## config.mk

```make
export PLATFORM = sky130hd
export DESIGN_NAME = status_tlv_parser_flat
export DESIGN_NICKNAME = d
export VERILOG_FILES = /design/src/hw/rtl/stp_pkg.sv /design/src/hw/rtl/stp_ifs.sv /design/src/hw/rtl/status_tlv_parser.sv /design/src/hw/rtl/stp_parse.sv /design/src/hw/rtl/stp_store.sv /design/src/flat_wrapper.sv
export VERILOG_INCLUDE_DIRS = /design/src /design/src/hw/rtl
export SDC_FILE = /design/constraint.sdc
export NUM_CORES = 1
export LEC_CHECK = 0
export BUFFER_PORTS_ARGS = -buffer_cell sky130_fd_sc_hd__buf_2
export CAP_MARGIN = 20
export CORE_MARGIN = 5
export CORE_UTILIZATION = 65
export CTS_CLUSTER_SIZE = 20
export DETAILED_ROUTE_END_ITERATION = 10
export GPL_ROUTABILITY_DRIVEN = 0
export PLACE_DENSITY = 0.79
export SYNTH_ARGS = -nofsm -noshare
export SYNTH_HDL_FRONTEND = slang
export SYNTH_SLANG_ARGS = --single-unit
```

## constraint.sdc

```tcl
create_clock -name clk_i -period 15.2 [get_ports clk_i]
set_input_delay 1.52 -clock clk_i [delete_from_list [all_inputs] [get_ports clk_i]]
set_output_delay 1.52 -clock clk_i [all_outputs]
set_load 0.01 [all_outputs]
```

## src/hw/rtl/status_tlv_parser_macros.svh

```systemverilog
// Assertion macros used by the status TLV parser top level.
`ifndef STATUS_TLV_PARSER_MACROS_SVH
`define STATUS_TLV_PARSER_MACROS_SVH

// Same-cycle implication, checked only while out of reset.
`define STP_ASSERT_IMP(lbl, clk, rst_n, ante, cons, msg) \
  lbl: assert property (@(posedge clk) disable iff (!(rst_n)) (ante) |-> (cons)) \
    else $error(msg);

// Next-cycle implication, checked only while out of reset.
`define STP_ASSERT_NXT(lbl, clk, rst_n, ante, cons, msg) \
  lbl: assert property (@(posedge clk) disable iff (!(rst_n)) (ante) |=> (cons)) \
    else $error(msg);

`endif

```

## src/hw/rtl/stp_pkg.sv

```systemverilog
// Types, constants and the record update function of the status TLV parser.
package stp_pkg;

  // Configuration register indexes.
  localparam logic [2:0] REG_BATTERY   = 3'd0;
  localparam logic [2:0] REG_REMAINING = 3'd1;
  localparam logic [2:0] REG_OVERHEAT  = 3'd2;
  localparam logic [2:0] REG_ENCODING  = 3'd3;
  localparam logic [2:0] REG_LEGACY    = 3'd4;
  localparam logic [2:0] REG_DURATION  = 3'd5;

  // Reset values of the record ids.
  localparam logic [7:0] RST_BATTERY_ID   = 8'd70;
  localparam logic [7:0] RST_REMAINING_ID = 8'd35;
  localparam logic [7:0] RST_OVERHEAT_ID  = 8'd6;
  localparam logic [7:0] RST_ENCODING_ID  = 8'd10;
  localparam logic [7:0] RST_LEGACY_ID    = 8'd8;
  localparam logic [7:0] RST_DURATION_ID  = 8'd13;

  // Encode duration saturates at this value.
  localparam logic [15:0] DURATION_MAX = 16'hFFFF;

  // Record update kinds decoded from a completed record.
  typedef enum logic [2:0] {
    OP_NONE,
    OP_BATTERY,
    OP_REMAINING,
    OP_OVERHEAT,
    OP_RECORDING,
    OP_DURATION
  } op_e;

  // Record ids taken from the configuration registers.
  typedef struct packed {
    logic [7:0] battery;
    logic [7:0] remaining;
    logic [7:0] overheat;
    logic [7:0] encoding;
    logic [7:0] legacy;
    logic [7:0] duration;
  } ids_t;

  // Telemetry record of one slot.
  typedef struct packed {
    logic        battery_known;
    logic [7:0]  battery_percent;
    logic        has_remaining;
    logic [31:0] remaining_seconds;
    logic        has_overheat;
    logic        overheat;
    logic        recording_known;
    logic        recording;
    logic [15:0] encode_seconds;
  } telem_t;

  // Update handed from the parser to the record store, one per accepted word.
  typedef struct packed {
    op_e         op;
    logic [31:0] val;
    logic [1:0]  slot;
    logic        last;
  } upd_t;

  // Stage status of the record store.
  typedef struct packed {
    logic s1_valid;
    logic s1_last;
    logic s1_ok;
  } stat_t;

  // Apply one decoded update to a record.
  function automatic telem_t stp_apply(telem_t r, op_e op, logic [31:0] v);
    telem_t n;
    n = r;
    case (op)
      OP_BATTERY: begin
        n.battery_known   = 1'b1;
        n.battery_percent = v[7:0];
      end
      OP_REMAINING: begin
        n.has_remaining     = 1'b1;
        n.remaining_seconds = v;
      end
      OP_OVERHEAT: begin
        n.has_overheat = 1'b1;
        n.overheat     = v[0];
      end
      OP_RECORDING: begin
        n.recording_known = 1'b1;
        n.recording       = v[0];
      end
      OP_DURATION: begin
        n.encode_seconds = v[15:0];
      end
      default: begin
        n = r;
      end
    endcase
    return n;
  endfunction

endpackage

```

## src/hw/rtl/stp_ifs.sv

```systemverilog
// Valid/ready channel interfaces for the input byte stream and the result records.

// Input channel: one message byte per word.
interface stp_in_if;
  logic       valid;
  logic       ready;
  logic [1:0] slot;
  logic [7:0] data_byte;
  logic       last_byte;

  modport source (output valid, output slot, output data_byte, output last_byte,
                  input ready);
  modport sink (input valid, input slot, input data_byte, input last_byte,
                output ready);
endinterface

// Output channel: one telemetry record per word.
interface stp_out_if;
  logic        valid;
  logic        ready;
  logic [1:0]  out_slot;
  logic        battery_known;
  logic [7:0]  battery_percent;
  logic        has_remaining;
  logic [31:0] remaining_seconds;
  logic        has_overheat;
  logic        overheat;
  logic        recording_known;
  logic        recording;
  logic [15:0] encode_seconds;

  modport source (output valid, output out_slot, output battery_known,
                  output battery_percent, output has_remaining,
                  output remaining_seconds, output has_overheat, output overheat,
                  output recording_known, output recording, output encode_seconds,
                  input ready);
  modport sink (input valid, input out_slot, input battery_known,
                input battery_percent, input has_remaining,
                input remaining_seconds, input has_overheat, input overheat,
                input recording_known, input recording, input encode_seconds,
                output ready);
endinterface

```

## src/hw/rtl/status_tlv_parser.sv

```systemverilog
// Top level of the status TLV parser: configuration, output register and checks.
//
//   Channel  Dir  Word contents                          Handshake
//   in_i     in   slot, data_byte, last_byte              valid/ready
//   out_o    out  slot telemetry record                   valid/ready
//   cfg      in   cfg_idx_i, cfg_wdata_i                  cfg_we_i, no wait
//
// One byte is accepted per cycle unless a finished record stalls in the modify
// stage. The memory read is registered when a byte is accepted, and the modify
// stage then loads the output register, which offers the report.
// A write bypass covers back-to-back bytes on the same slot.
// The slot valid bits are cleared by reset at once; no clearing pass is needed.
// A stalled output holds a finished record while the next bytes keep flowing,
// until a second last byte reaches the modify stage.
`include "status_tlv_parser_macros.svh"

module status_tlv_parser #(
  parameter int SLOTS = 4
) (
  input  logic      clk_i,
  input  logic      rst_ni,
  stp_in_if.sink    in_i,
  stp_out_if.source out_o,
  input  logic      cfg_we_i,
  input  logic [2:0] cfg_idx_i,
  input  logic [7:0] cfg_wdata_i
);
  import stp_pkg::*;

  ids_t   ids_q;
  upd_t   upd;
  telem_t res_rec;
  logic [1:0] res_slot;
  logic   res_valid;
  logic   res_ready;
  logic   store_ready;
  logic   in_fire;
  stat_t  st;
  telem_t out_rec_q;
  logic [1:0] out_slot_q;
  logic   out_valid_q;

  assign in_i.ready = store_ready;
  assign in_fire    = in_i.valid && store_ready;

  // Configuration registers holding the record ids.
  always_ff @(posedge clk_i or negedge rst_ni) begin
    if (!rst_ni) begin
      ids_q.battery   <= RST_BATTERY_ID;
      ids_q.remaining <= RST_REMAINING_ID;
      ids_q.overheat  <= RST_OVERHEAT_ID;
      ids_q.encoding  <= RST_ENCODING_ID;
      ids_q.legacy    <= RST_LEGACY_ID;
      ids_q.duration  <= RST_DURATION_ID;
    end else if (cfg_we_i) begin
      case (cfg_idx_i)
        REG_BATTERY:   ids_q.battery   <= cfg_wdata_i;
        REG_REMAINING: ids_q.remaining <= cfg_wdata_i;
        REG_OVERHEAT:  ids_q.overheat  <= cfg_wdata_i;
        REG_ENCODING:  ids_q.encoding  <= cfg_wdata_i;
        REG_LEGACY:    ids_q.legacy    <= cfg_wdata_i;
        REG_DURATION:  ids_q.duration  <= cfg_wdata_i;
        default:       ids_q           <= ids_q;
      endcase
    end
  end

  // Byte parser.
  stp_parse u_parse (
    .clk_i  (clk_i),
    .rst_ni (rst_ni),
    .fire_i (in_fire),
    .slot_i (in_i.slot),
    .byte_i (in_i.data_byte),
    .last_i (in_i.last_byte),
    .ids_i  (ids_q),
    .upd_o  (upd)
  );

  // Telemetry store.
  stp_store #(
    .SLOTS (SLOTS)
  ) u_store (
    .clk_i       (clk_i),
    .rst_ni      (rst_ni),
    .fire_i      (in_fire),
    .upd_i       (upd),
    .ready_o     (store_ready),
    .res_valid_o (res_valid),
    .res_ready_i (res_ready),
    .res_o       (res_rec),
    .res_slot_o  (res_slot),
    .stat_o      (st)
  );

  // Output register decoupling the store from the result consumer.
  assign res_ready = !out_valid_q || out_o.ready;

  always_ff @(posedge clk_i or negedge rst_ni) begin
    if (!rst_ni) begin
      out_valid_q <= 1'b0;
    end else if (res_valid && res_ready) begin
      out_valid_q <= 1'b1;
    end else if (out_o.ready) begin
      out_valid_q <= 1'b0;
    end
  end

  always_ff @(posedge clk_i) begin
    if (res_valid && res_ready) begin
      out_rec_q  <= res_rec;
      out_slot_q <= res_slot;
    end
  end

  assign out_o.valid             = out_valid_q;
  assign out_o.out_slot          = out_slot_q;
  assign out_o.battery_known     = out_rec_q.battery_known;
  assign out_o.battery_percent   = out_rec_q.battery_percent;
  assign out_o.has_remaining     = out_rec_q.has_remaining;
  assign out_o.remaining_seconds = out_rec_q.remaining_seconds;
  assign out_o.has_overheat      = out_rec_q.has_overheat;
  assign out_o.overheat          = out_rec_q.overheat;
  assign out_o.recording_known   = out_rec_q.recording_known;
  assign out_o.recording         = out_rec_q.recording;
  assign out_o.encode_seconds    = out_rec_q.encode_seconds;

  // Checks on the store stage and its flow control.
  `STP_ASSERT_NXT(a_fire_fills_stage, clk_i, rst_ni, in_fire, st.s1_valid, "accepted word did not reach the modify stage")
  `STP_ASSERT_NXT(a_last_marks_stage, clk_i, rst_ni, in_fire && in_i.last_byte, st.s1_last, "last byte lost its marker in the modify stage")
  `STP_ASSERT_IMP(a_stall_blocks_input, clk_i, rst_ni, res_valid && !res_ready, !in_fire, "word accepted while a finished record is stalled")

endmodule

```

## src/hw/rtl/stp_parse.sv

```systemverilog
// Byte-level TLV parser: tracks id, length and value bytes and decodes completed records.
module stp_parse (
  input  logic          clk_i,
  input  logic          rst_ni,
  input  logic          fire_i,
  input  logic [1:0]    slot_i,
  input  logic [7:0]    byte_i,
  input  logic          last_i,
  input  stp_pkg::ids_t ids_i,
  output stp_pkg::upd_t upd_o
);
  import stp_pkg::*;

  localparam logic [1:0] PH_ID  = 2'd0;
  localparam logic [1:0] PH_LEN = 2'd1;
  localparam logic [1:0] PH_VAL = 2'd2;

  logic [1:0]  phase_q, phase_d;
  logic [7:0]  rid_q, rid_d;
  logic [7:0]  len_q, len_d;
  logic [7:0]  seen_q, seen_d;
  logic [31:0] acc_q, acc_d;
  logic [31:0] acc_new;
  logic [7:0]  seen_inc;
  logic [7:0]  first;
  logic        complete;
  logic        ge4;
  op_e         op;
  logic [31:0] val;

  assign acc_new  = (seen_q < 8'd4) ? {acc_q[23:0], byte_i} : acc_q;
  assign seen_inc = seen_q + 8'd1;
  assign ge4      = (len_q >= 8'd4);

  // Next parse state for the incoming byte; the last byte of a message rewinds it.
  always_comb begin
    phase_d  = phase_q;
    rid_d    = rid_q;
    len_d    = len_q;
    seen_d   = seen_q;
    acc_d    = acc_q;
    complete = 1'b0;
    case (phase_q)
      PH_ID: begin
        rid_d   = byte_i;
        phase_d = PH_LEN;
      end
      PH_LEN: begin
        len_d   = byte_i;
        seen_d  = '0;
        acc_d   = '0;
        phase_d = (byte_i == 8'd0) ? PH_ID : PH_VAL;
      end
      PH_VAL: begin
        acc_d  = acc_new;
        seen_d = seen_inc;
        if (seen_inc >= len_q) begin
          complete = 1'b1;
          phase_d  = PH_ID;
        end
      end
      default: begin
        phase_d = PH_ID;
      end
    endcase
    if (last_i) begin
      phase_d = PH_ID;
      rid_d   = '0;
      len_d   = '0;
      seen_d  = '0;
      acc_d   = '0;
    end
  end

  // The first value byte sits at the top of the kept bytes.
  always_comb begin
    case (len_q)
      8'd1:    first = acc_new[7:0];
      8'd2:    first = acc_new[15:8];
      8'd3:    first = acc_new[23:16];
      default: first = acc_new[31:24];
    endcase
  end

  // Decode the completed record; earlier ids win when several match.
  always_comb begin
    op  = OP_NONE;
    val = {24'd0, first};
    if (complete) begin
      if (rid_q == ids_i.battery) begin
        op = OP_BATTERY;
      end else if (rid_q == ids_i.remaining) begin
        op  = ge4 ? OP_REMAINING : OP_NONE;
        val = acc_new;
      end else if (rid_q == ids_i.overheat) begin
        op  = OP_OVERHEAT;
        val = {31'd0, (first != 8'd0)};
      end else if (rid_q == ids_i.encoding || rid_q == ids_i.legacy) begin
        op  = OP_RECORDING;
        val = {31'd0, (first != 8'd0)};
      end else if (rid_q == ids_i.duration) begin
        op  = ge4 ? OP_DURATION : OP_NONE;
        val = {16'd0, ((acc_new[31:16] != 16'd0) ? DURATION_MAX : acc_new[15:0])};
      end
    end
  end

  assign upd_o.op   = op;
  assign upd_o.val  = val;
  assign upd_o.slot = slot_i;
  assign upd_o.last = last_i;

  // Parse state registers.
  always_ff @(posedge clk_i or negedge rst_ni) begin
    if (!rst_ni) begin
      phase_q <= PH_ID;
      rid_q   <= '0;
      len_q   <= '0;
      seen_q  <= '0;
      acc_q   <= '0;
    end else if (fire_i) begin
      phase_q <= phase_d;
      rid_q   <= rid_d;
      len_q   <= len_d;
      seen_q  <= seen_d;
      acc_q   <= acc_d;
    end
  end

endmodule

```

## src/hw/rtl/stp_store.sv

```systemverilog
// Per-slot telemetry memory with read-modify-write stage, valid bits and write bypass.
module stp_store #(
  parameter int SLOTS = 4
) (
  input  logic           clk_i,
  input  logic           rst_ni,
  input  logic           fire_i,
  input  stp_pkg::upd_t  upd_i,
  output logic           ready_o,
  output logic           res_valid_o,
  input  logic           res_ready_i,
  output stp_pkg::telem_t res_o,
  output logic [1:0]     res_slot_o,
  output stp_pkg::stat_t stat_o
);
  import stp_pkg::*;

  localparam int AW = (SLOTS > 1) ? $clog2(SLOTS) : 1;

  telem_t          mem_q [SLOTS];
  telem_t          rdata_q;
  telem_t          fwd_q;
  telem_t          cur_rec;
  telem_t          new_rec;
  logic [SLOTS-1:0] vld_q;
  logic [4:0]      slot_x;
  logic [AW-1:0]   addr;
  logic            slot_ok;
  logic            s1_valid_q;
  logic            s1_last_q;
  logic            s1_ok_q;
  logic            s1_byp_q;
  logic            s1_rdv_q;
  logic [1:0]      s1_slot_q;
  logic [AW-1:0]   s1_addr_q;
  op_e             s1_op_q;
  logic [31:0]     s1_val_q;
  logic            s1_fire;
  logic            wr_en;

  assign slot_x  = {3'b000, upd_i.slot};
  assign addr    = slot_x[AW-1:0];
  assign slot_ok = (slot_x < 5'(SLOTS));

  // Modify stage: take the freshest copy of the entry and apply the update.
  assign cur_rec = s1_byp_q ? fwd_q : (s1_rdv_q ? rdata_q : '0);
  assign new_rec = stp_apply(cur_rec, s1_op_q, s1_val_q);

  assign res_valid_o = s1_valid_q && s1_last_q && s1_ok_q;
  assign res_o       = new_rec;
  assign res_slot_o  = s1_slot_q;
  assign s1_fire     = s1_valid_q && (!res_valid_o || res_ready_i);
  assign ready_o     = !s1_valid_q || s1_fire;
  assign wr_en       = s1_fire && (s1_op_q != OP_NONE);

  assign stat_o.s1_valid = s1_valid_q;
  assign stat_o.s1_last  = s1_last_q;
  assign stat_o.s1_ok    = s1_ok_q;

  // Memory read port: registered read at accept time.
  always_ff @(posedge clk_i) begin
    if (fire_i) begin
      rdata_q <= mem_q[addr];
    end
  end

  // Memory write port: write back the modified entry.
  always_ff @(posedge clk_i) begin
    if (wr_en) begin
      mem_q[s1_addr_q] <= new_rec;
    end
  end

  // Payload of the modify stage and the bypass copy of the last write.
  always_ff @(posedge clk_i) begin
    if (fire_i) begin
      s1_op_q   <= slot_ok ? upd_i.op : OP_NONE;
      s1_val_q  <= upd_i.val;
      s1_slot_q <= upd_i.slot;
      s1_addr_q <= addr;
    end
    if (wr_en) begin
      fwd_q <= new_rec;
    end
  end

  // Stage control, bypass select and per-entry valid bits.
  always_ff @(posedge clk_i or negedge rst_ni) begin
    if (!rst_ni) begin
      s1_valid_q <= 1'b0;
      s1_last_q  <= 1'b0;
      s1_ok_q    <= 1'b0;
      s1_byp_q   <= 1'b0;
      s1_rdv_q   <= 1'b0;
      vld_q      <= '0;
    end else begin
      if (fire_i) begin
        s1_valid_q <= 1'b1;
        s1_last_q  <= upd_i.last;
        s1_ok_q    <= slot_ok;
        s1_byp_q   <= wr_en && (s1_addr_q == addr);
        s1_rdv_q   <= vld_q[addr];
      end else if (s1_fire) begin
        s1_valid_q <= 1'b0;
      end
      if (wr_en) begin
        vld_q[s1_addr_q] <= 1'b1;
      end
    end
  end

endmodule
```

## src/flat_wrapper.sv

```systemverilog
// flat-port wrapper written by rule: the top's interface ports become plain ports
module status_tlv_parser_flat import stp_pkg::*;
#(
  parameter int SLOTS = 4
)
  (clk_i, rst_ni, cfg_we_i, cfg_idx_i, cfg_wdata_i, in_i_valid, in_i_slot, in_i_data_byte, in_i_last_byte, in_i_ready, out_o_valid, out_o_out_slot, out_o_battery_known, out_o_battery_percent, out_o_has_remaining, out_o_remaining_seconds, out_o_has_overheat, out_o_overheat, out_o_recording_known, out_o_recording, out_o_encode_seconds, out_o_ready);
  stp_in_if in_i_i ();
  stp_out_if out_o_i ();
  input  logic clk_i;
  input  logic rst_ni;
  input  logic cfg_we_i;
  input  logic [2:0] cfg_idx_i;
  input  logic [7:0] cfg_wdata_i;
  input wire logic [$bits(in_i_i.valid)-1:0] in_i_valid;
  input wire logic [$bits(in_i_i.slot)-1:0] in_i_slot;
  input wire logic [$bits(in_i_i.data_byte)-1:0] in_i_data_byte;
  input wire logic [$bits(in_i_i.last_byte)-1:0] in_i_last_byte;
  output wire logic [$bits(in_i_i.ready)-1:0] in_i_ready;
  output wire logic [$bits(out_o_i.valid)-1:0] out_o_valid;
  output wire logic [$bits(out_o_i.out_slot)-1:0] out_o_out_slot;
  output wire logic [$bits(out_o_i.battery_known)-1:0] out_o_battery_known;
  output wire logic [$bits(out_o_i.battery_percent)-1:0] out_o_battery_percent;
  output wire logic [$bits(out_o_i.has_remaining)-1:0] out_o_has_remaining;
  output wire logic [$bits(out_o_i.remaining_seconds)-1:0] out_o_remaining_seconds;
  output wire logic [$bits(out_o_i.has_overheat)-1:0] out_o_has_overheat;
  output wire logic [$bits(out_o_i.overheat)-1:0] out_o_overheat;
  output wire logic [$bits(out_o_i.recording_known)-1:0] out_o_recording_known;
  output wire logic [$bits(out_o_i.recording)-1:0] out_o_recording;
  output wire logic [$bits(out_o_i.encode_seconds)-1:0] out_o_encode_seconds;
  input wire logic [$bits(out_o_i.ready)-1:0] out_o_ready;
  assign in_i_i.valid = in_i_valid;
  assign in_i_i.slot = in_i_slot;
  assign in_i_i.data_byte = in_i_data_byte;
  assign in_i_i.last_byte = in_i_last_byte;
  assign in_i_ready = in_i_i.ready;
  assign out_o_valid = out_o_i.valid;
  assign out_o_out_slot = out_o_i.out_slot;
  assign out_o_battery_known = out_o_i.battery_known;
  assign out_o_battery_percent = out_o_i.battery_percent;
  assign out_o_has_remaining = out_o_i.has_remaining;
  assign out_o_remaining_seconds = out_o_i.remaining_seconds;
  assign out_o_has_overheat = out_o_i.has_overheat;
  assign out_o_overheat = out_o_i.overheat;
  assign out_o_recording_known = out_o_i.recording_known;
  assign out_o_recording = out_o_i.recording;
  assign out_o_encode_seconds = out_o_i.encode_seconds;
  assign out_o_i.ready = out_o_ready;
  status_tlv_parser #(.SLOTS(SLOTS)) u_core (.clk_i(clk_i), .rst_ni(rst_ni), .in_i(in_i_i), .out_o(out_o_i), .cfg_we_i(cfg_we_i), .cfg_idx_i(cfg_idx_i), .cfg_wdata_i(cfg_wdata_i));
endmodule
```

* Yosys cells after proc, flatten, opt, wreduce, memory -nomap -nowiden *
Memory sizes are Yosys's and may differ from the RTL's. A register that Yosys moved wholly into a read port is not among the register bits.
Cells that the tools add are included.

word-level totals
  memories = 1
  register bits = 279
  bits of input ports = 27
  bits in writable memories = 248
  output and inout port bits = 66

memory list
  memory                words  width  read ports  clocked after memory_dff  wr ports  line             RTL
  u_core.u_store.mem_q  4      62     1           1                         1         stp_store.sv:20  telem_t mem_q [SLOTS];

cells by class
  multiplexer cells = 47
  bitwise gates (word level) = 3
  order comparisons = 7
  reductions and logical operators = 39
  add/sub/neg operators = 1
  eq/ne operators = 23

operators by type and width
  kind                                                 number
  two-way mux 62 bit                                   2
  two-way mux 32 bit                                   3
  two-way mux 16 bit                                   5
  case mux 32 bit (2 select lines)                     1
  two-way mux 8 bit                                    7
  equality test 8 bit                                  6
  two-way mux 33 bit                                   1
  case mux 8 bit (3 select lines)                      1
  AND reduction 2 bit                                  11
  equality test 8 x 2 -> 1 bit, second input constant  2
  case mux 8 bit (2 select lines)                      1
  nonzero test 16 bit                                  1
  two-way mux 3 bit                                    5
  equality test 3 x 2 -> 1 bit, second input constant  4
  equality test 3 bit, second input constant           4
  two-way mux 2 bit                                    6
  two-way mux 1 bit                                    11
  < comparator 2 x 3 -> 1 bit, second input constant   3
  two-way mux 9 bit                                    1
  adder 8 x 1 -> 8 bit, second input constant          1
  equality test 8 x 1 -> 1 bit, second input constant  1
  >= comparator 8 x 3 -> 1 bit, second input constant  1
  >= comparator 8 bit                                  1
  logical AND 1 bit                                    8
  22 further kinds                                     33

* Longest topological paths before layout *
Gate-level depths: netlist of run 1.

  word-level depth = 10
  mapped depth = 14
  mapped depth without buffers = 11

* Hierarchy *
From an unflattened synthesis of run 1, not the netlist that was laid out.

second synthesis, totals
  cell total of the unflattened synthesis = 1,454
  area total of the unflattened synthesis = 23,750.3 sq um

by module, submodules not included
  module             cells each  seq. area each (sq um)  area an instance (sq um)  instances
  stp_store          732         12,507.0                15,401.0                  1
  stp_parse          547         1,451.4                 4,526.8                   1
  status_tlv_parser  175         3,165.5                 3,822.4                   1

* Worst setup path after synthesis of run 1 *
OpenSTA, ideal clock, no wires.

  kind = in2reg
  start point = input out_o_ready
  end point = register u_core.u_store.vld_q[0]
  stages = 5
  data required time = 15,109 ps
  library setup time = 91 ps
  buffers on the path = 0
  arrival time = 6,689 ps
  setup slack = 8,420 ps
  cells stage by stage = nor2b_1 nand2b_1 o311ai_0 nor3_1 or2_2

between the ends
  word-level cells in the longest chain between the ends = 4

RTL lines
  element                        line                     RTL
  start, declared                flat_wrapper.sv:30       input wire logic [$bits(out_o_i.ready)-1:0] out_o_ready;
  logical OR 1 bit               status_tlv_parser.sv:97  assign res_ready = !out_valid_q || out_o.ready;
  logical OR 1 bit               stp_store.sv:52          assign s1_fire = s1_valid_q && (!res_valid_o || res_ready_i);
  logical AND 1 bit              stp_store.sv:52
  logical AND 1 bit              stp_store.sv:54          assign wr_en = s1_fire && (s1_op_q != OP_NONE);
  end signal, assigned           stp_store.sv:95          vld_q <= '0;
  end signal, assigned by index  stp_store.sv:107         vld_q[s1_addr_q] <= 1'b1;
  end, declared                  stp_store.sv:25          logic [SLOTS-1:0] vld_q;

Every way passes these cells.
A chain may end at the register's enable or synchronous reset.

* Worst setup path after layout of run 1 *
  start point = input out_o_ready
  end point = memory u_core.u_store.mem_q[2][58] in the netlist's numbering, enable pin

between the ends
  word-level cells in the longest chain between the ends = 6

RTL lines
  element                                  line                     RTL
  logical OR 1 bit                         status_tlv_parser.sv:97
  logical OR 1 bit                         stp_store.sv:52
  logical AND 1 bit                        stp_store.sv:52
  logical AND 1 bit                        stp_store.sv:54
  net u_core.u_store.wr_en                 stp_store.sv:39          logic wr_en;
  two-way mux 1 bit                        stp_store.sv:69          if (wr_en) begin
  two-way mux 1 bit (not written as such)  stp_store.sv:70          mem_q[s1_addr_q] <= new_rec;
  end, declared                            stp_store.sv:20

The timed path passes the listed nets, and every way through them passes these cells.

==> results of run 1 <==
==> cells by family after synthesis <==
family,count (synthesis),synth area share
XOR/XNOR,56,0.0208
buffers and inverters,100,0.0174
adder cells (fa/ha/maj),9,0.00478
flip-flops,589,0.726
AO/OA/AOI/OAI,298,0.0853
AND/OR/NAND/NOR,282,0.0557
multiplexers,125,0.0898
==> cell usage in the layout (no fill, tap or decap), types with 11 or more instances in the layout <==
cell type	count
o22ai_1	11
a22oi_1	75
clkbuf_16	56
xnor2_1	11
mux4_2	64
a21oi_1	46
edfxtp_1	473
dfrtp_1	101
a22o_1	37
buf_2	91
nor4_1	18
clkbuf_1	16
o21ai_0	70
buf_4	24
a31oi_1	11
mux2_2	52
xor2_1	45
dfstp_2	14
nand2_1	130
inv_1	16
nor2_1	58
clkinv_2	11
==> synth_stat cells (3+ instances only) <==
cell       count  area (um2)
nor2b_1        6        37.5
mux2i_1        9        90.1
nor4_1        19         119
edfxtp_1     473       14200
nand4_1        5        31.3
mux4_2        64        1440
inv_1         18        67.6
a21o_1         4        30.0
dfrtp_1      102        2550
o22ai_1       11        68.8
nor3b_1        6        45.0
a21oi_1       46         230
xor2_1        45         394
buf_2         15        75.1
o21a_1         4        30.0
a2bb2oi_1      3        26.3
clkbuf_1      55         206
nor3_1         8        40.0
o21ai_0       71         355
a32oi_1        4        35.0
and3_1         6        37.5
and2_1         3        18.8
a221o_1        7        70.1
nand2b_1       8        50.1
nand3_1        7        35.0
xnor2_1       11        96.3
dfstp_2       14         368
mux2_2        52         586
a22oi_1       75         563
nand2_1      130         488
o211ai_1       4        30.0
a211oi_1       5        37.5
or3_1          6        37.5
nor2_1        61         229
a31oi_1       11        68.8
a22o_1        37         324
ha_1           9         113
buf_1         10        37.5
or2_2          6        37.5
==> per-layer routing <==
layer	global-route usage	wire (um)	up-vias
met5	0	0	-
met2	0.433	26300	659
li1	-	-	5884
met3	0.0412	4140	109
met4	0.0735	1310	0
met1	0.344	19700	6800
==> per-stage QoR <==
step | power (mW) | setup slack (ns) | hold WS, ns
floorplan | 2.52 | 8.42 | 0.434
global placement | 2.70 | 10.72 | 0.450
detailed placement | 2.73 | 10.63 | 0.458
CTS | 4.04 | 11.23 | 0.473
global route | 4.20 | 11.04 | 0.500
finish | 4.04 | 11.23 | 0.477
==> layout make-up <==
type                    count  area (um2)
multi-input cells         770        6110
clock buffers              74        1490
well taps                 461         577
repair buffers            116         663
fillers                  2104        9360
clock inverters            29         256
flip-flops and latches    589       17100
inverters                  18        70.1
==> power groups by stage <==
stage          clock, mW  sequential [mW]  combinational (mW)
6_report            1.32             2.11               0.606
5_1_grt             1.41             2.13               0.656
4_1_cts             1.34             2.11               0.594
3_5_place_dp           0             2.14               0.588
3_3_place_gp           0             2.13               0.568
2_1_floorplan          0             2.08               0.434
==> sequential cells by signal, indices dropped and copies added (netlist names), 2 cells and up <==
register / flops
u_core.u_store.mem_q: 248
u_core.u_parse.seen_q: 8
u_core.u_store.s1_addr_q: 2
u_core.u_store.s1_op_q: 3
u_core.out_o.remaining_seconds: 32
u_core.u_store.fwd_q: 62
u_core.u_store.vld_q: 4
u_core.u_parse.acc_q: 32
u_core.u_parse.phase_q: 2
u_core.out_o.battery_percent: 8
u_core.u_parse.rid_q: 8
u_core.ids_q: 48
u_core.u_store.s1_val_q: 32
u_core.out_o.encode_seconds: 16
u_core.out_o.out_slot: 2
u_core.u_parse.len_q: 8
u_core.u_store.rdata_q: 62
==> final timing paths <==
| path | cells after the start | to | slack [ns] | startpoint |
|---|---|---|---|---|
| setup / recovery | 9 | u_core.u_store.mem_q[2][58]$_DFFE_PP_ | 11.23 | out_o_ready |
| hold / removal | 1 | u_core.u_store.s1_ok_q$_DFFE_PN0P_ | 0.48 | u_core.u_store.s1_ok_q$_DFFE_PN0P_ |
| setup reg to reg | 11 | u_core.u_store.s1_val_q[21]$_SDFFCE_PP0P_ | 11.40 | u_core.u_parse.seen_q[2]$_DFFE_PN0P_ |
| hold reg to reg | 1 | u_core.u_store.s1_ok_q$_DFFE_PN0P_ | 0.48 | u_core.u_store.s1_ok_q$_DFFE_PN0P_ |
| max in group asynchronous | 2 | u_core.ids_q[27]$_DFFE_PN0P_ | 12.89 | rst_ni |
| min in group asynchronous | 1 | u_core.u_parse.seen_q[4]$_DFFE_PN0P_ | 0.92 | rst_ni |
==> impl_metrics.toml, run 1 <==
[timing]
fmax_mhz = 252
fin_worst_skew_ns = 0.0207
fin_crit_sh = 0.261
rsz0062_at_grt = "no"
setup_viol = 0
relSlewSlack = 0.292
fin_setup_tns_ns = 0
finalHoldViolCount = 0
period_minus_slack_ns = 3.97
tightestPinTransition_ns = 1.06
finalMaxSlewViolations = 0

[logic_synthesis]
syn-num-nets = 1495
synth.distinct_cells = 61
synth-edff-count = 473
syn-cell-area_um2 = 23600
synth_warnings = 0
synth-seq-area-share = 0.726
synthFlopType = "edfxtp_1"
postSynthCellCount = 1459
postSynthAreaPerCell_um2 = 16.2
async_reset_ff_frac = 0.197
ys_ff_latch = 589

[critical_path]
slowest_stage = "buf_4"
cp.required_ns = 15.40
crit_top_cell = "buf_4"
cp_max_fo = 64
path_delay_family = "buffers and inverters"
worstSetupStartpointType = "input port"
cp.arrival_ns = 4.17
cpPeakStageDelay_ns = 0.75
path_cells = "buf_2, nor2b_1, nand2b_1, o311ai_0, inv_2, buf_4, nand2_1, nor2_4, buf_4"
cp-end-kind = "flip-flop"
worst-setup-path-type = "in2reg"
crit_buf_inv = 4

[power_and_ir_drop]
pwr-share-comb = 0.150
p_switching_mw = 1.08
p_leak_nw = 9.47
sequentialPowerShare = 0.523
power.share.clock = 0.327
internal-power_mw = 2.96
peakVddDrop_mv = 0.0978
power_per_cell_area_nw_per_um2 = 154
p_sw_frac = 0.267

[finish]
nNetsFinal = 1586
drive_above_1_share = 0.219
final_cell_area_um2 = 26300
n_antenna_cell = 0
area_delta_synth_final_pct = 11.5
instances_no_fill = 2057
final_core_util = 0.737

[flow_run]
drv_cap = 0

[floorplanning]
die-area_um2 = 40200
dieHeight_um = 200
io_pins = 93
die_width_um = 200
start_util = 0.661
placementRows = 69
fp.coreArea_um2 = 35700

[routing]
routed_wl_um = 51500
wl_per_cell_um = 25.1
first_pass_iters = 5
viasPerCell = 6.54
drt-initial-drc-count = 1393
ant_nets = 0
drcViolationCount = 0
vias = 13500

[placed_design]
place_area_um2 = 24500
dp.cells = 1953
numPortBuffers = 92
post-dp-hpwl_um = 29500

[cts]
cts_buffers = 55
clk_latency_ns = 0.58
clkTransAtPathRegs_ns = 0.06
cts_resized = 0
cts_buffer_depth = 3
holdBufCountCts = 0
cts_tree = "yes"
h-tree-depth = 2
cts-root-buf = "clkbuf_16"
post_cts_buffers = 0
clock_sinks = 589

[grt]
grt_pass1_vias = 13700
grt_pass1_wl_um = 79700
grt.overflow.total = 0
antenna_found_initial = 0
grt_max_degree = 80
grtUsageTotal = 0.253

[outcome]
status = "completed"

[hold_path]
min_path_type = "reg2reg"
Power figures use the tool's default switching activity.
==> run 2, diff against run 1 <==
--- a/config.mk
+++ b/config.mk
@@ -9,11 +9,11 @@
 export BUFFER_PORTS_ARGS = -buffer_cell sky130_fd_sc_hd__buf_2
 export CAP_MARGIN = 20
 export CORE_MARGIN = 5
-export CORE_UTILIZATION = 65
+export CORE_UTILIZATION = 61
 export CTS_CLUSTER_SIZE = 20
 export DETAILED_ROUTE_END_ITERATION = 10
 export GPL_ROUTABILITY_DRIVEN = 0
-export PLACE_DENSITY = 0.79
+export PLACE_DENSITY = 0.75
 export SYNTH_ARGS = -nofsm -noshare
 export SYNTH_HDL_FRONTEND = slang
 export SYNTH_SLANG_ARGS = --single-unit
==> constraint.sdc (replaced) <==
create_clock -name clk_i -period 3.9 [get_ports clk_i]
set_input_delay 0.39 -clock clk_i [delete_from_list [all_inputs] [get_ports clk_i]]
set_output_delay 0.39 -clock clk_i [all_outputs]
set_load 0.01 [all_outputs]
==> run 2 against run 1 <==
Sequential cell count did not move. Critical path depth rose by 4. Worst hold slack got worse by 0.42 ns. Register-to-register slack got worse by 11 ns. Critical endpoint is now u_core.u_store.s1_val_q[22]$_SDFFCE_PP0P_. Utilization fell by 4.0 points. Power rose to 4.0 times the previous value. Sequential share of layout area fell by 1.3 points. Cell count rose by 3.9%. Sequential power rose to 3.9 times the previous value.
==> impl_metrics.toml, run 2 (synthesis results as in run 1) <==
[timing]
fmax_mhz = 305
setup_ws_ns = 0.626
finalMaxSlewViolations = 0
fin_crit_sh = 0.840
relSlewSlack = 0.338
setup_viol = 0
fin_setup_tns_ns = 0
period_minus_slack_ns = 3.27
fin_worst_skew_ns = 0.0173
rsz0062_at_grt = "no"
tightestPinTransition_ns = 0.993
hold_ws_ns = 0.0529
finalHoldViolCount = 0

[finish]
fillers = 2426
largest-register = "u_core.u_store.mem_q"
drive_above_1_share = 0.232
area_delta_synth_final_pct = 13.8
n_antenna_cell = 0
layout_common_cells = "edfxtp_1, nand2_1, dfrtp_1"
top_regs = "u_core.u_store.mem_q: 248 flops, u_core.u_store.fwd_q: 62 flops, u_core.u_store.rdata_q: 62 flops"
largest_reg_flops = 248
final_common_cell = "edfxtp_1"
nNetsFinal = 1606

[cts]
clkTransAtPathRegs_ns = 0.06
clk_latency_ns = 0.62
post_cts_buffers = 0
cts_tree = "yes"
clock_sinks = 589
cts-root-buf = "clkbuf_16"
cts_buffer_depth = 3
cts_buffers = 57
cts_resized = 0
h-tree-depth = 2

[grt]
grt.overflow.total = 0
antenna_found_initial = 0
grt_pass1_wl_um = 78700
grt_pass1_vias = 13400
grt_max_degree = 100
grtUsageTotal = 0.244

[routing]
routed_wl_um = 50900
ant_nets = 0
viasPerCell = 6.25
first_pass_iters = 6
wl_per_cell_um = 23.8
drcViolationCount = 0
drt-initial-drc-count = 1358
vias = 13300

[placed_design]
pre_cts_ws_ns = 0.731
post-dp-hpwl_um = 30600
numPortBuffers = 92

[floorplanning]
fp.coreArea_um2 = 38500
start_util = 0.613
die-area_um2 = 42700
die_width_um = 207
placementRows = 72
dieHeight_um = 207
io_pins = 93

[outcome]
status = "completed"

[power_and_ir_drop]
p_leak_nw = 9.70
peakVddDrop_mv = 0.406
finalPower_mw = 16.3
power_per_cell_area_nw_per_um2 = 609

[critical_path]
reg2reg_depth = 13
cp_max_fo = 16
r2r_start = "u_core.u_parse.seen_q[2]$_DFFE_PN0P_"
rr_endpoint = "u_core.u_store.s1_val_q[22]$_SDFFCE_PP0P_"
cp.required_ns = 4.36
worstSetupStartpointType = "flip-flop"
cp.arrival_ns = 3.73
r2r_slack_ns = 0.63
worst-setup-path-type = "reg2reg"
cp-end-kind = "flip-flop"

[hold_path]
min_path_type = "in2reg"
hold_end = "u_core.u_store.s1_ok_q$_DFFE_PN0P_"
worstHoldPathCells = 2
min-delay-start = "in_i_valid"

[flow_run]
drv_cap = 0
[run 2: changes by cell type in the layout (fill, tap and decap cells not counted), sizes merged]
cell         previous run  this run
buf                   116       133
bufinv                  4         7
clkinvlp                3         2
clkinv                 21        12
inv                    19        20
clkbuf                 74        85
dlygate4sd3             0         1
[run 2: routing by layer]
layer | routed length, um | global-route usage
met5 | 0 | 0
met4 | 1070 | 0.0630
met3 | 3860 | 0.0516
met2 | 25600 | 0.402
met1 | 20400 | 0.339
[run 2: critical path, stage by stage, from the launching register on]
cell	delay (ns)
dfrtp_1	0.49
and3_1	0.28
and3_1	0.26
and3_1	0.19
xor2_1	0.08
ha_1	0.29
o21ai_0	0.11
nor2_1	0.13
a211oi_1	0.06
buf_4	0.17
nor2_1	0.58
nand2_1	0.13
buf_4	0.22
a21oi_1	0.13
[run 2: worst max path at each step]
stage                                          from  slack [ns]                                         to  cells past startpoint
2_1_floorplan        u_core.out_o.valid$_DFFE_PN0P_       -0.04       u_core.u_store.mem_q[0][0]$_DFFE_PP_                      4
3_3_place_gp   u_core.u_parse.seen_q[2]$_DFFE_PN0P_        0.81       u_core.u_store.s1_val_q[4]$_DFFE_PP_                     12
3_5_place_dp   u_core.u_parse.seen_q[0]$_DFFE_PN0P_        0.73  u_core.u_store.s1_val_q[20]$_SDFFCE_PP0P_                     13
4_1_cts        u_core.u_parse.seen_q[0]$_DFFE_PN0P_        0.70  u_core.u_store.s1_val_q[20]$_SDFFCE_PP0P_                     13
5_1_grt        u_core.u_parse.seen_q[2]$_DFFE_PN0P_        0.38  u_core.u_store.s1_val_q[22]$_SDFFCE_PP0P_                     13
6_report       u_core.u_parse.seen_q[2]$_DFFE_PN0P_        0.63  u_core.u_store.s1_val_q[22]$_SDFFCE_PP0P_                     13
[run 2: final cells by class]
| type | instances | area (um2) | area share |
|---|---|---|---|
| multi-input combinational | 770 | 6120 | 0.228 |
| tap | 518 | 648 | 0.0241 |
| timing repair buffer | 134 | 876 | 0.0326 |
| clock buffer | 85 | 1670 | 0.0623 |
| clock inverter | 23 | 323 | 0.0120 |
| inverter | 18 | 73.8 | 0.00275 |
| sequential | 589 | 17100 | 0.638 |
[run 2: where the power goes]
| group | switching, mW | internal, mW | leakage [nW] | total [mW] |
|---|---|---|---|---|
| clock network | 2.29 | 3.44 | 0.973 | 5.73 |
| logic | 1.47 | 0.906 | 2.77 | 2.38 |
| registers | 0.507 | 7.73 | 5.96 | 8.23 |
[run 2: per-stage QoR]
step	utilization	instance area, um2	std cells
2_1_floorplan	-	23600	1459
3_3_place_gp	0.645	24800	2025
3_5_place_dp	0.645	24800	2027
4_1_cts	0.697	26800	2136
5_1_grt	0.698	26800	2137
6_report	0.698	26800	2137
[run 2: what timing repair did]
action | CTS | global route
hold buffers | 1 | 0
hold endpoints to repair | 56 | 0
endpoints found under the setup margin | 0 | 0
==> run 3, diff against run 2 <==
--- a/config.mk
+++ b/config.mk
@@ -9,11 +9,11 @@
 export BUFFER_PORTS_ARGS = -buffer_cell sky130_fd_sc_hd__buf_2
 export CAP_MARGIN = 20
 export CORE_MARGIN = 5
-export CORE_UTILIZATION = 61
+export CORE_UTILIZATION = 55
 export CTS_CLUSTER_SIZE = 20
 export DETAILED_ROUTE_END_ITERATION = 10
 export GPL_ROUTABILITY_DRIVEN = 0
-export PLACE_DENSITY = 0.75
+export PLACE_DENSITY = 0.71
 export SYNTH_ARGS = -nofsm -noshare
 export SYNTH_HDL_FRONTEND = slang
 export SYNTH_SLANG_ARGS = --single-unit
==> constraint.sdc (replaced) <==
create_clock -name clk_i -period 3 [get_ports clk_i]
set_input_delay 0.3 -clock clk_i [delete_from_list [all_inputs] [get_ports clk_i]]
set_output_delay 0.3 -clock clk_i [all_outputs]
set_load 0.01 [all_outputs]
==> run 3 against run 2 <==
Highest routed layer unchanged. Sequential power is 30% higher. Via count is 1.4% higher. First-iteration DRC count is 11% higher.
==> impl_metrics.toml, run 3 (synthesis results as in run 1) <==
[outcome]
status = "completed"

[finish]
layout_common_cells = "edfxtp_1, nand2_1, dfrtp_1"
largest-register = "u_core.u_store.mem_q"
area_delta_synth_final_pct = 15.2
largest_reg_flops = 248
final_core_util = 0.645
instances_no_fill = 2197
n_antenna_cell = 0
final_common_cell = "edfxtp_1"
nNetsFinal = 1644
top_regs = "u_core.u_store.mem_q: 248 flops, u_core.u_store.fwd_q: 62 flops, u_core.u_store.rdata_q: 62 flops"
drive_above_1_share = 0.249

[floorplanning]
start_util = 0.560
die-area_um2 = 47100
io_pins = 93
fp.coreArea_um2 = 42100
die_width_um = 217
dieHeight_um = 217
placementRows = 75

[timing]
fin_worst_skew_ns = 0.0120
tightestPinTransition_ns = 0.963
fmax_mhz = 348
fin_crit_sh = 0.959
finalHoldViolCount = 0
fin_setup_tns_ns = 0
finalMaxSlewViolations = 0
hold_ws_ns = 0.0323
period_minus_slack_ns = 2.88
rsz0062_at_grt = "no"
setup_viol = 0
relSlewSlack = 0.358

[routing]
routed_wl_um = 52600
vias = 13500
drcViolationCount = 0
ant_nets = 0
viasPerCell = 6.16
drt-initial-drc-count = 1513
first_pass_iters = 5
wl_per_cell_um = 23.9

[critical_path]
path_cells = "or4_4, nor3_4, buf_4, mux2i_2, a22oi_1, o211ai_1, and4_1, a31oi_1"
worstSetupStartpointType = "flip-flop"
worst-setup-path-type = "reg2reg"
path_delay_family = "simple AND/OR/NAND/NOR gates"
slowest_stage = "or4_4"
cpPeakStageDelay_ns = 0.64
cp.required_ns = 3.35
cp_num_cells = 8
cp-end-kind = "flip-flop"
crit_buf_inv = 1
reg2reg_depth = 8
cp.arrival_ns = 3.23
cp_max_fo = 11

[cts]
cts-root-buf = "clkbuf_16"
h-tree-depth = 2
clkTransAtPathRegs_ns = 0.06
clock_sinks = 589
cts_buffers = 58
clk_latency_ns = 0.61
cts_buffer_depth = 3
cts_tree = "yes"

[placed_design]
post-dp-hpwl_um = 31900
numPortBuffers = 92
dp.cells = 2079

[power_and_ir_drop]
power.share.clock = 0.335
pwr-share-comb = 0.159
finalPower_mw = 21.0
p_switching_mw = 5.63
p_sw_frac = 0.268
internal-power_mw = 15.4
power_per_cell_area_nw_per_um2 = 775
peakVddDrop_mv = 0.524
p_leak_nw = 9.84
sequentialPowerShare = 0.506

[grt]
antenna_found_initial = 0
grt_pass1_vias = 14000
grtUsageTotal = 0.226
grt.overflow.total = 0
grt_pass1_wl_um = 82500
grt_max_degree = 79

[hold_path]
worstHoldPathCells = 2
min_path_type = "in2reg"

[flow_run]
drv_cap = 0
-- run 3: layout make-up --
cell class / instances / area (um2)
clock buffer: 86 / 1610
inverter: 18 / 73.8
multi-input combinational: 770 / 6180
clock inverter: 24 / 250
fill: 2875 / 15000
sequential: 589 / 17100
timing repair buffer: 171 / 1250
tap: 539 / 674
-- run 3: worst paths after layout --
kind	from	to	slack, ns
worst max-delay path	u_core.u_parse.seen_q[4]$_DFFE_PN0P_	u_core.u_store.s1_val_q[0]$_DFFE_PP_	0.12
worst min-delay path	in_i_data_byte[4]	u_core.u_parse.acc_q[4]$_DFFE_PN0P_	0.03
worst max register to register	u_core.u_parse.seen_q[4]$_DFFE_PN0P_	u_core.u_store.s1_val_q[0]$_DFFE_PP_	0.12
worst min register to register	u_core.u_store.vld_q[3]$_DFFE_PN0P_	u_core.u_store.vld_q[3]$_DFFE_PN0P_	0.47
max in group asynchronous	rst_ni	u_core.ids_q[11]$_DFFE_PN1P_	1.88
min in group asynchronous	rst_ni	u_core.u_parse.seen_q[2]$_DFFE_PN0P_	0.35
-- run 3: timing repair --
action                     CTS  global route
hold buffers                 4             0
setup endpoints to repair    0            32
hold endpoints to repair    65             0
resized for setup            0             5
setup buffers                0             4
-- run 3: worst register-to-register path: cells and delay by family, from the launching register on --
kind / cells / cell delay [ns]
AOI/OAI and AO/OA: 3 / 0.41
muxes: 1 / 0.30
buffers and inverters: 1 / 0.26
DFF: 1 / 0.47
and+or+nand+nor: 3 / 1.19
-- run 3: power by group through the flow --
stage | Sequential (mW) | Combinational (mW) | Clock (mW)
after floorplan | 10.5 | 2.23 | 0
after global placement | 10.8 | 3.17 | 0
after detailed placement | 10.8 | 3.27 | 0
after CTS | 10.7 | 3.29 | 7.18
after global routing | 10.7 | 3.66 | 7.56
final | 10.7 | 3.35 | 7.04
-- run 3: layer usage --
metal	up-vias	track usage	routed length (um)
met4	0	0.0666	1270
met2	510	0.374	26100
met3	95	0.0439	3590
met1	6926	0.310	21600
li1	6006	-	-
met5	-	0	0
-- run 3: through the flow --
stage	instance area [um2]	worst slack, ns
2_1_floorplan	23700	-0.0116
3_3_place_gp	25200	0.177
3_5_place_dp	25200	0.113
4_1_cts	27100	0.0997
5_1_grt	27200	0.00386
6_report	27200	0.124
